===== src/hw/rtl/alle_pkg.sv =====
// ----------------------------------------------------------------------------
// alle_pkg: shared types and codes of the array linked list engine
// Opcodes, status codes, the command kinds passed from the front end to the
// back end, the command record that travels through the queue, and the back-end states.
// ----------------------------------------------------------------------------
package alle_pkg;

    localparam int POS_W       = 6;
    localparam int DATA_W      = 32;
    localparam int QUEUE_DEPTH = 2;

    localparam logic [1:0] OP_INS_HEAD  = 2'd0;
    localparam logic [1:0] OP_INS_AFTER = 2'd1;
    localparam logic [1:0] OP_DEL_AFTER = 2'd2;
    localparam logic [1:0] OP_TRAVERSE  = 2'd3;

    localparam logic [1:0] ST_OK     = 2'd0;
    localparam logic [1:0] ST_FULL   = 2'd1;
    localparam logic [1:0] ST_BADPOS = 2'd2;
    localparam logic [1:0] ST_EMPTY  = 2'd3;

    typedef enum logic [2:0] {
        K_INS_HEAD,
        K_INS_AFTER,
        K_DEL_AFTER,
        K_DEL_HEAD,
        K_TRAVERSE,
        K_REJECT
    } t_kind;

    typedef struct packed {
        t_kind              kind;
        logic [1:0]         status;   // status of a rejected command
        logic [POS_W-1:0]   pos;
        logic [DATA_W-1:0]  value;
    } t_cmd;

    typedef enum logic [2:0] {
        B_IDLE,
        B_INS_LINK,
        B_DEL_FIRST,
        B_DEL_SECOND,
        B_HEAD_DEL,
        B_TRAV
    } t_bstate;

endpackage


===== src/hw/rtl/alle_ram.sv =====
// ----------------------------------------------------------------------------
// alle_ram: generic single write, single read RAM
// One write port and one read port; read data is registered and returns the
// old contents when the same address is written in that cycle.
// ----------------------------------------------------------------------------
module alle_ram #(
    parameter int WIDTH = 32,
    parameter int DEPTH = 64
) (
    input  logic                     i_clk,
    input  logic                     i_we,
    input  logic [$clog2(DEPTH)-1:0] i_waddr,
    input  logic [WIDTH-1:0]         i_wdata,
    input  logic [$clog2(DEPTH)-1:0] i_raddr,
    output logic [WIDTH-1:0]         o_rdata
);

    logic [WIDTH-1:0] r_mem [DEPTH];
    logic [WIDTH-1:0] r_rdata;

    always_ff @(posedge i_clk) begin
        r_rdata <= r_mem[i_raddr];
        if (i_we) begin
            r_mem[i_waddr] <= i_wdata;
        end
    end

    assign o_rdata = r_rdata;

endmodule


===== src/hw/rtl/alle_front.sv =====
// ----------------------------------------------------------------------------
// alle_front: command front end
// Classify each accepted command, catch full-table and bad-position cases
// and keep the slot allocation count.
// ----------------------------------------------------------------------------
module alle_front #(
    parameter int NODE_SLOTS = 64
) (
    input  logic                        i_clk,
    input  logic                        i_rst_n,
    input  logic                        i_accept,
    input  logic [1:0]                  i_opcode,
    input  logic [alle_pkg::POS_W-1:0]  i_position,
    input  logic [alle_pkg::DATA_W-1:0] i_value,
    output logic                        o_push,
    output alle_pkg::t_cmd              o_cmd
);

    localparam int NS_W  = $clog2(NODE_SLOTS + 1);
    localparam int CMP_W = (NS_W > alle_pkg::POS_W) ? NS_W : alle_pkg::POS_W;

    logic [NS_W-1:0]  r_next_slot;
    logic [NS_W-1:0]  n_next_slot;
    logic             full;
    logic             pos_zero;
    logic             pos_beyond;
    alle_pkg::t_cmd   cmd;

    assign full       = (r_next_slot == NS_W'(NODE_SLOTS));
    assign pos_zero   = (i_position == '0);
    assign pos_beyond = (CMP_W'(i_position) >= CMP_W'(r_next_slot));

    always_comb begin
        cmd.kind    = alle_pkg::K_REJECT;
        cmd.status  = alle_pkg::ST_OK;
        cmd.pos     = i_position;
        cmd.value   = i_value;
        n_next_slot = r_next_slot;
        unique case (i_opcode)
            alle_pkg::OP_INS_HEAD: begin
                if (full) begin
                    cmd.status = alle_pkg::ST_FULL;
                end else begin
                    cmd.kind    = alle_pkg::K_INS_HEAD;
                    n_next_slot = NS_W'(r_next_slot + 1'b1);
                end
            end
            alle_pkg::OP_INS_AFTER: begin
                if (pos_zero || pos_beyond) begin
                    cmd.status = alle_pkg::ST_BADPOS;
                end else if (full) begin
                    cmd.status = alle_pkg::ST_FULL;
                end else begin
                    cmd.kind    = alle_pkg::K_INS_AFTER;
                    n_next_slot = NS_W'(r_next_slot + 1'b1);
                end
            end
            alle_pkg::OP_DEL_AFTER: begin
                if (pos_zero) begin
                    cmd.kind = alle_pkg::K_DEL_HEAD;
                end else if (pos_beyond) begin
                    cmd.status = alle_pkg::ST_BADPOS;
                end else begin
                    cmd.kind = alle_pkg::K_DEL_AFTER;
                end
            end
            default: begin
                cmd.kind = alle_pkg::K_TRAVERSE;
            end
        endcase
    end

    always_ff @(posedge i_clk) begin
        if (!i_rst_n) begin
            r_next_slot <= NS_W'(1);
        end else if (i_accept) begin
            r_next_slot <= n_next_slot;
        end
    end

    assign o_push = i_accept;
    assign o_cmd  = cmd;

`ifndef SYNTH
    a_slot_range: assert property (@(posedge i_clk) disable iff (!i_rst_n)
        (r_next_slot != '0) && (r_next_slot <= NS_W'(NODE_SLOTS)))
        else $error("allocation count out of range");

    a_slot_step: assert property (@(posedge i_clk) disable iff (!i_rst_n)
        !i_accept |=> $stable(r_next_slot))
        else $error("allocation count moved without a transfer");
`endif

endmodule


===== src/hw/rtl/alle_queue.sv =====
// ----------------------------------------------------------------------------
// alle_queue: command queue
// Short FIFO of classified commands between the front end and the back end.
// ----------------------------------------------------------------------------
module alle_queue (
    input  logic           i_clk,
    input  logic           i_rst_n,
    input  logic           i_push,
    input  alle_pkg::t_cmd i_cmd,
    input  logic           i_pop,
    output logic           o_full,
    output logic           o_empty,
    output alle_pkg::t_cmd o_cmd
);

    localparam int DEPTH = alle_pkg::QUEUE_DEPTH;
    localparam int PTR_W = $clog2(DEPTH);
    localparam int CNT_W = $clog2(DEPTH + 1);

    alle_pkg::t_cmd   r_mem [DEPTH];
    logic [PTR_W-1:0] r_wr_ptr;
    logic [PTR_W-1:0] r_rd_ptr;
    logic [CNT_W-1:0] r_count;
    logic             do_push;
    logic             do_pop;

    assign o_full  = (r_count == CNT_W'(DEPTH));
    assign o_empty = (r_count == '0);
    assign do_push = i_push && !o_full;
    assign do_pop  = i_pop && !o_empty;
    assign o_cmd   = r_mem[r_rd_ptr];

    always_ff @(posedge i_clk) begin
        if (do_push) begin
            r_mem[r_wr_ptr] <= i_cmd;
        end
    end

    always_ff @(posedge i_clk) begin
        if (!i_rst_n) begin
            r_wr_ptr <= '0;
            r_rd_ptr <= '0;
            r_count  <= '0;
        end else begin
            if (do_push) begin
                r_wr_ptr <= (r_wr_ptr == PTR_W'(DEPTH - 1)) ? '0 : PTR_W'(r_wr_ptr + 1'b1);
            end
            if (do_pop) begin
                r_rd_ptr <= (r_rd_ptr == PTR_W'(DEPTH - 1)) ? '0 : PTR_W'(r_rd_ptr + 1'b1);
            end
            if (do_push && !do_pop) begin
                r_count <= CNT_W'(r_count + 1'b1);
            end else if (do_pop && !do_push) begin
                r_count <= CNT_W'(r_count - 1'b1);
            end
        end
    end

`ifndef SYNTH
    a_count_range: assert property (@(posedge i_clk) disable iff (!i_rst_n)
        r_count <= CNT_W'(DEPTH))
        else $error("queue count beyond depth");
`endif

endmodule


===== src/hw/rtl/alle_back.sv =====
// ----------------------------------------------------------------------------
// alle_back: list back end
// Carry out queued commands on the value and link memories and drive the
// result strobe.
// ----------------------------------------------------------------------------
module alle_back #(
    parameter int NODE_SLOTS = 64
) (
    input  logic                        i_clk,
    input  logic                        i_rst_n,
    input  logic                        i_empty,
    input  alle_pkg::t_cmd              i_cmd,
    output logic                        o_pop,
    output logic                        o_valid,
    output logic [alle_pkg::DATA_W-1:0] o_data,
    output logic [1:0]                  o_status,
    output logic                        o_last
);

    localparam int SLOT_W = $clog2(NODE_SLOTS);
    localparam int KW     = (SLOT_W > alle_pkg::POS_W) ? SLOT_W : alle_pkg::POS_W;

    alle_pkg::t_bstate         r_state, n_state;
    logic [SLOT_W-1:0]         r_head, n_head;
    logic [SLOT_W-1:0]         r_fill, n_fill;
    logic [SLOT_W-1:0]         r_k, n_k;
    logic                      r_valid, n_valid;
    logic [alle_pkg::DATA_W-1:0] r_data, n_data;
    logic [1:0]                r_status, n_status;
    logic                      r_last, n_last;

    logic [KW-1:0]             k_ext;
    logic [SLOT_W-1:0]         k_addr;
    logic [SLOT_W-1:0]         raddr;
    logic                      l_we;
    logic [SLOT_W-1:0]         l_wa;
    logic [SLOT_W-1:0]         l_wd;
    logic [SLOT_W-1:0]         l_rdata;
    logic                      v_we;
    logic [alle_pkg::DATA_W-1:0] v_rdata;
    logic                      pop;

    assign k_ext  = KW'(i_cmd.pos);
    assign k_addr = k_ext[SLOT_W-1:0];

    alle_ram #(.WIDTH(SLOT_W), .DEPTH(NODE_SLOTS)) u_links (
        .i_clk   (i_clk),
        .i_we    (l_we),
        .i_waddr (l_wa),
        .i_wdata (l_wd),
        .i_raddr (raddr),
        .o_rdata (l_rdata)
    );

    alle_ram #(.WIDTH(alle_pkg::DATA_W), .DEPTH(NODE_SLOTS)) u_values (
        .i_clk   (i_clk),
        .i_we    (v_we),
        .i_waddr (r_fill),
        .i_wdata (i_cmd.value),
        .i_raddr (raddr),
        .o_rdata (v_rdata)
    );

    always_comb begin
        n_state  = r_state;
        n_head   = r_head;
        n_fill   = r_fill;
        n_k      = r_k;
        n_valid  = 1'b0;
        n_data   = '0;
        n_status = alle_pkg::ST_OK;
        n_last   = 1'b1;
        pop      = 1'b0;
        l_we     = 1'b0;
        l_wa     = r_k;
        l_wd     = r_fill;
        v_we     = 1'b0;
        raddr    = k_addr;
        unique case (r_state)
            alle_pkg::B_IDLE: begin
                if (!i_empty) begin
                    pop = 1'b1;
                    unique case (i_cmd.kind)
                        alle_pkg::K_INS_HEAD: begin
                            v_we    = 1'b1;
                            l_we    = 1'b1;
                            l_wa    = r_fill;
                            l_wd    = r_head;
                            n_head  = r_fill;
                            n_fill  = SLOT_W'(r_fill + 1'b1);
                            n_valid = 1'b1;
                        end
                        alle_pkg::K_INS_AFTER: begin
                            // read old link of k while pointing k at the new slot
                            v_we    = 1'b1;
                            l_we    = 1'b1;
                            l_wa    = k_addr;
                            l_wd    = r_fill;
                            n_k     = r_fill;
                            n_fill  = SLOT_W'(r_fill + 1'b1);
                            n_state = alle_pkg::B_INS_LINK;
                        end
                        alle_pkg::K_DEL_AFTER: begin
                            n_k     = k_addr;
                            n_state = alle_pkg::B_DEL_FIRST;
                        end
                        alle_pkg::K_DEL_HEAD: begin
                            raddr = r_head;
                            if (r_head == '0) begin
                                n_valid  = 1'b1;
                                n_status = alle_pkg::ST_EMPTY;
                            end else begin
                                n_state = alle_pkg::B_HEAD_DEL;
                            end
                        end
                        alle_pkg::K_TRAVERSE: begin
                            raddr = r_head;
                            if (r_head == '0) begin
                                n_valid  = 1'b1;
                                n_status = alle_pkg::ST_EMPTY;
                            end else begin
                                n_state = alle_pkg::B_TRAV;
                            end
                        end
                        default: begin
                            n_valid  = 1'b1;
                            n_status = i_cmd.status;
                        end
                    endcase
                end
            end
            alle_pkg::B_INS_LINK: begin
                l_we    = 1'b1;
                l_wa    = r_k;
                l_wd    = l_rdata;
                n_valid = 1'b1;
                n_state = alle_pkg::B_IDLE;
            end
            alle_pkg::B_DEL_FIRST: begin
                raddr = l_rdata;
                if (l_rdata == '0) begin
                    n_valid  = 1'b1;
                    n_status = alle_pkg::ST_BADPOS;
                    n_state  = alle_pkg::B_IDLE;
                end else begin
                    n_state = alle_pkg::B_DEL_SECOND;
                end
            end
            alle_pkg::B_DEL_SECOND: begin
                l_we    = 1'b1;
                l_wa    = r_k;
                l_wd    = l_rdata;
                n_valid = 1'b1;
                n_state = alle_pkg::B_IDLE;
            end
            alle_pkg::B_HEAD_DEL: begin
                n_head  = l_rdata;
                n_valid = 1'b1;
                n_state = alle_pkg::B_IDLE;
            end
            alle_pkg::B_TRAV: begin
                // emit this node, chase its link
                raddr   = l_rdata;
                n_valid = 1'b1;
                n_data  = v_rdata;
                n_last  = (l_rdata == '0);
                if (l_rdata == '0) begin
                    n_state = alle_pkg::B_IDLE;
                end
            end
            default: begin
                n_state = alle_pkg::B_IDLE;
            end
        endcase
    end

    always_ff @(posedge i_clk) begin
        if (!i_rst_n) begin
            r_state <= alle_pkg::B_IDLE;
            r_head  <= '0;
            r_fill  <= SLOT_W'(1);
            r_valid <= 1'b0;
        end else begin
            r_state <= n_state;
            r_head  <= n_head;
            r_fill  <= n_fill;
            r_valid <= n_valid;
        end
    end

    always_ff @(posedge i_clk) begin
        r_k      <= n_k;
        r_data   <= n_data;
        r_status <= n_status;
        r_last   <= n_last;
    end

    assign o_pop    = pop;
    assign o_valid  = r_valid;
    assign o_data   = r_data;
    assign o_status = r_status;
    assign o_last   = r_last;

`ifndef SYNTH
    a_trav_emits: assert property (@(posedge i_clk) disable iff (!i_rst_n)
        (r_state == alle_pkg::B_TRAV) |=> r_valid)
        else $error("traverse cycle without a result");

    a_error_last: assert property (@(posedge i_clk) disable iff (!i_rst_n)
        (r_valid && !r_last) |-> (r_status == alle_pkg::ST_OK))
        else $error("non-final result with error status");

    a_pop_idle: assert property (@(posedge i_clk) disable iff (!i_rst_n)
        pop |-> (r_state == alle_pkg::B_IDLE) && !i_empty)
        else $error("command taken while busy");
`endif

endmodule


===== src/hw/rtl/array_linked_list_engine.sv =====
// ----------------------------------------------------------------------------
// array_linked_list_engine: singly linked list held in value and link RAMs
// Insert at head, insert after node, delete after node and traverse.
// ----------------------------------------------------------------------------
// Commands are taken on start while busy is low and go through a two-entry
// queue, so the front end keeps taking commands while the back end works.
// Results come out at most one per cycle on o_valid and cannot be stalled;
// each command gives exactly one result, except traverse of a non-empty
// list, which gives one per list element with o_last on the final one. The
// back end works one command at a time against a link RAM with one read and
// one write port: insert at head, front-end refusals (table full or position
// not handed out) and delete or traverse on an empty list end in B_IDLE;
// insert after node goes on to B_INS_LINK, delete of the head to B_HEAD_DEL,
// delete after node to B_DEL_FIRST and B_DEL_SECOND (after the tail it ends
// in B_DEL_FIRST), and traverse stays in B_TRAV until the last element. busy
// rises when the queue holds two commands. Slots are numbered from 1 in
// insertion order and never reused; once NODE_SLOTS - 1 slots are handed out
// every insert is refused, with table-full status unless its position is bad.
// The RAMs need no clearing after reset: only handed-out slots are ever read.
// ----------------------------------------------------------------------------
module array_linked_list_engine #(
    parameter int NODE_SLOTS = 64
) (
    input  logic                        i_clk,
    input  logic                        i_rst_n,
    input  logic                        start,
    output logic                        busy,
    input  logic [1:0]                  i_opcode,
    input  logic [5:0]                  i_position,
    input  logic signed [31:0]          i_value,
    output logic                        o_valid,
    output logic signed [31:0]          o_data,
    output logic [1:0]                  o_status,
    output logic                        o_last
);

    logic           accept;
    logic           push;
    logic           pop;
    logic           q_full;
    logic           q_empty;
    alle_pkg::t_cmd front_cmd;
    alle_pkg::t_cmd back_cmd;

    // a transfer happens whenever start is high and the queue has room
    assign busy   = q_full;
    assign accept = start && !q_full;

    // classify and allocate slots
    alle_front #(.NODE_SLOTS(NODE_SLOTS)) u_front (
        .i_clk      (i_clk),
        .i_rst_n    (i_rst_n),
        .i_accept   (accept),
        .i_opcode   (i_opcode),
        .i_position (i_position),
        .i_value    (i_value),
        .o_push     (push),
        .o_cmd      (front_cmd)
    );

    // hold commands between the two sides
    alle_queue u_queue (
        .i_clk   (i_clk),
        .i_rst_n (i_rst_n),
        .i_push  (push),
        .i_cmd   (front_cmd),
        .i_pop   (pop),
        .o_full  (q_full),
        .o_empty (q_empty),
        .o_cmd   (back_cmd)
    );

    // walk and rewrite the list, drive results
    alle_back #(.NODE_SLOTS(NODE_SLOTS)) u_back (
        .i_clk    (i_clk),
        .i_rst_n  (i_rst_n),
        .i_empty  (q_empty),
        .i_cmd    (back_cmd),
        .o_pop    (pop),
        .o_valid  (o_valid),
        .o_data   (o_data),
        .o_status (o_status),
        .o_last   (o_last)
    );

endmodule


===== config.mk =====
export PLATFORM = sky130hd
export DESIGN_NAME = array_linked_list_engine
export DESIGN_NICKNAME = d
export VERILOG_FILES = /design/src/hw/rtl/alle_pkg.sv /design/src/hw/rtl/alle_ram.sv /design/src/hw/rtl/alle_front.sv /design/src/hw/rtl/alle_queue.sv /design/src/hw/rtl/alle_back.sv /design/src/hw/rtl/array_linked_list_engine.sv
export SDC_FILE = /design/constraint.sdc
export NUM_CORES = 2
export LEC_CHECK = 0
export ABC_CLOCK_PERIOD_IN_PS = 8100
export CORE_MARGIN = 5
export CORE_UTILIZATION = 60
export CTS_CLUSTER_SIZE = 30
export DETAILED_ROUTE_END_ITERATION = 10
export DONT_BUFFER_PORTS = 1
export PLACE_DENSITY_LB_ADDON = 0.12
export REMOVE_ABC_BUFFERS = 1
export SLEW_MARGIN = 20
export SYNTH_ARGS = -nofsm -noshare
export SYNTH_HDL_FRONTEND = slang
export SYNTH_SLANG_ARGS = --single-unit

===== constraint.sdc =====
create_clock -name i_clk -period 8.1 [get_ports i_clk]
set_input_delay 0.81 -clock i_clk [delete_from_list [all_inputs] [get_ports i_clk]]
set_output_delay 0.81 -clock i_clk [all_outputs]
set_load 0.01 [all_outputs]

==> metrics.yaml <==
start_util_pct: 60.2
ios: 80
p_int_w: 0.0298
crit_fanout: 115
avgSynthCellArea_um2: 18.0
grt_pass1_wl_um: 387000
dieArea_um2: 176000
ys_seq_elements: 2625
clock_latency_ns: 0.93
h-tree-depth: 5
dp_cells: 7630
grt_overflow: 0
fin_cells: 8163
drv_slew: 0
finClkSkew_ns: 0.0547
stdcell_area_um2: 113000
syn-cell-area_um2: 101000
hpwl_um: 146000
grt_setup_unrepaired: "no"
fin_util_pct: 67.6
hold_viol: 0
min_period_ns: 6.35
ys.flop_type: "edfxtp_1"
drive_above_1_share_pct: 18.2
core_area_um2: 167000
sw_frac_of_total_pct: 36.9
slew_headroom_pct: 18.0
drcViolationCount: 0
synth_edf_count: 2524
track_usage_pct: 30.8
grt_start_max_net_pins: 157
grt_pass1_vias: 54164
gp_congestion: 0.864
maxCapViolCount: 0
cts_resized: 0
antenna_found_initial: 22
synthToLayoutAreaGrowth_pct: 12.2
drt_pass1_iterations: 7
p_leak_nw: 36.0
fp.dieW_um: 419
clock_sinks: 2625
numCtsBuffers: 282
synth_cell_types: 60
wl_per_cell_um: 33.0
die_h_um: 419
synth-async-reset-ratio_pct: 0
critPathCaptureType: "flip-flop"
yosysSeqAreaShare_pct: 77.4
clk_pin_slew_ns: 0.06
pwr_density_cell_nw_per_um2: 419
setup_viol: 0
clock_path_buffers: 4
wirelength_um: 269000
power_frac_seq_pct: 35.1
crit_type: "reg2reg"
via_per_inst: 6.74
status: "finished clean"
layout.nets: 5802
ir_worst_vdd_mv: 0.629
p_comb_share_pct: 39.6
rows: 150
ctsRootBufferMaster: "clkbuf_16"
tightestPinTransition_ns: 1.22
drt_iter0_drc: 7999
cp-start-kind: "flip-flop"
post-route-period-util_pct: 78.4
holdWs_ns: 0.0697
worstHoldPathType: "in2reg"
synth_cells: 5598
p_switching_w: 0.0174
num_vias: 54984
cts_tree: "yes"
yosysWarningCount: 0
fin_setup_tns_ns: 0
arrival_ns: 7.10
required_ns: 8.85
power_frac_clock_pct: 25.3
place_area_um2: 104000
io_buffers: 0
antenna_left: 0
maxClockFrequency_mhz: 157
==> cells in the final DEF, fill, tap and decap left out, types with 71 or more instances in the layout <==
cell	count
clkbuf_1	77
a32o_1	111
buf_4	154
nand3_1	136
clkbuf_16	288
a22o_1	111
mux2i_1	128
mux4_2	302
nand4_1	77
nand2_1	607
a2111oi_0	118
dfxtp_1	100
o21ai_0	120
edfxtp_1	2524
nor2_4	71
mux2_2	148
nor2_1	236
o22ai_1	115
==> routing by layer <==
layer  up-vias  global-route usage [%]  routed length (um)
met5         -                       0                  40
met4         6                    13.2               12700
met3       563                    7.68               30700
met2      3367                    46.4              124000
met1     28244                    43.8              102000
li1      22804                       -                   -
==> final cells by class <==
class / instances / area (um^2)
Timing Repair Buffer: 208 / 1850
Sequential cell: 2625 / 77800
Multi-Input combinational cell: 2609 / 21800
Clock inverter: 109 / 808
Clock buffer: 376 / 7650
Fill cell: 10710 / 54100
Inverter: 23 / 86.3
Antenna cell: 9 / 22.5
Tap cell: 2204 / 2760
==> repair_timing <==
item | 4_1_cts | 5_1_grt
endpoints found under the hold margin | 78 | 0
hold buffers | 39 | 0
buffers inserted | 0 | 0
==> cells in the mapped netlist (6+ instances only) <==
cell type | number | share of area, %
nor4_1 | 9 | 0.056
buf_6 | 8 | 0.090
a21o_1 | 43 | 0.32
xnor2_1 | 7 | 0.061
a2111oi_0 | 119 | 1.0
nand4_1 | 77 | 0.48
buf_2 | 95 | 0.47
mux4_2 | 302 | 6.8
nand2b_1 | 9 | 0.056
edfxtp_1 | 2524 | 75
a22oi_1 | 41 | 0.31
nand3_1 | 137 | 0.68
dfxtp_1 | 101 | 2.0
a32o_1 | 111 | 1.1
a211oi_1 | 8 | 0.060
buf_4 | 8 | 0.060
ha_1 | 10 | 0.12
a21oi_1 | 32 | 0.16
nand2_1 | 608 | 2.3
o21ai_0 | 122 | 0.61
buf_1 | 24 | 0.090
a31oi_1 | 44 | 0.27
mux2_2 | 148 | 1.7
mux2i_1 | 128 | 1.3
and2_1 | 36 | 0.22
nor2_1 | 306 | 1.1
inv_1 | 21 | 0.078
nor3_1 | 16 | 0.080
nor2b_1 | 9 | 0.056
o21ai_1 | 6 | 0.030
o22ai_1 | 121 | 0.75
clkbuf_1 | 205 | 0.77
a22o_1 | 111 | 0.97
==> kinds of logic after synthesis <==
group,share of synthesized area (%)
and+or+nand+nor,5.16
buffers and inverters,1.58
DFF,77.4
AOI/OAI and AO/OA,5.89
adders and majority gates,0.124
muxes,9.74
xor gates and xnor gates,0.0784
==> worst max-delay path: stages, from the launching register on <==
cell and delay, ns:
dfxtp_2 0.71, buf_4 0.54, mux2_4 0.40, nor4_1 0.48, nor3_1 0.20, o21ai_4 0.61, buf_12 0.61, nand2_4 0.57
buf_4 0.54, o22ai_1 0.25, a2111oi_0 0.15, o21ai_0 0.86, nand4_1 0.17
==> per-stage QoR <==
step                      setup slack, ns  power, W
after CTS                            1.82    0.0472
final                                1.75    0.0472
after floorplan                    -59.56    0.0262
after global placement               1.83    0.0351
after global routing                 1.44    0.0490
after detailed placement             1.82    0.0353
==> path summary, 6_finish.rpt <==
path	start	end	slack, ns	cells after the start
hold reg to reg	u_back.u_values.o_rdata[29]	u_back.o_data[29]	0.44	1
setup / recovery	flip-flop	u_back.u_values.o_rdata[22]	1.75	12
hold / removal	i_rst_n	u_front.r_next_slot[2]	0.07	2
setup reg to reg	flip-flop	u_back.u_values.o_rdata[22]	1.75	12
==> power by group through the flow <==
stage / sequential [W] / combinational, W / clock, W
6_report: 0.0165 / 0.0187 / 0.0120
3_5_place_dp: 0.0168 / 0.0185 / 0
4_1_cts: 0.0165 / 0.0186 / 0.0121
3_3_place_gp: 0.0168 / 0.0183 / 0
2_1_floorplan: 0.0167 / 0.00946 / 0
5_1_grt: 0.0166 / 0.0197 / 0.0127
==> state kept, by name (all words and copies together), names as in the netlist, named ones only <==
signal / flops
u_back.o_valid: 1
u_back.u_links.o_rdata: 6
u_back.u_values.r_mem: 2048
u_back.u_links.r_mem: 384
u_back.r_k: 6
u_queue.r_mem: 86
u_back.o_last: 1
u_back.r_fill: 6
u_back.o_status: 2
u_queue.r_wr_ptr: 1
u_back.r_state: 3
u_front.r_next_slot: 7
u_back.o_data: 32
u_back.r_head: 6
u_queue.r_count: 2
u_queue.r_rd_ptr: 1
u_back.u_values.o_rdata: 32
No activity file was read; power rests on OpenSTA's default activity.
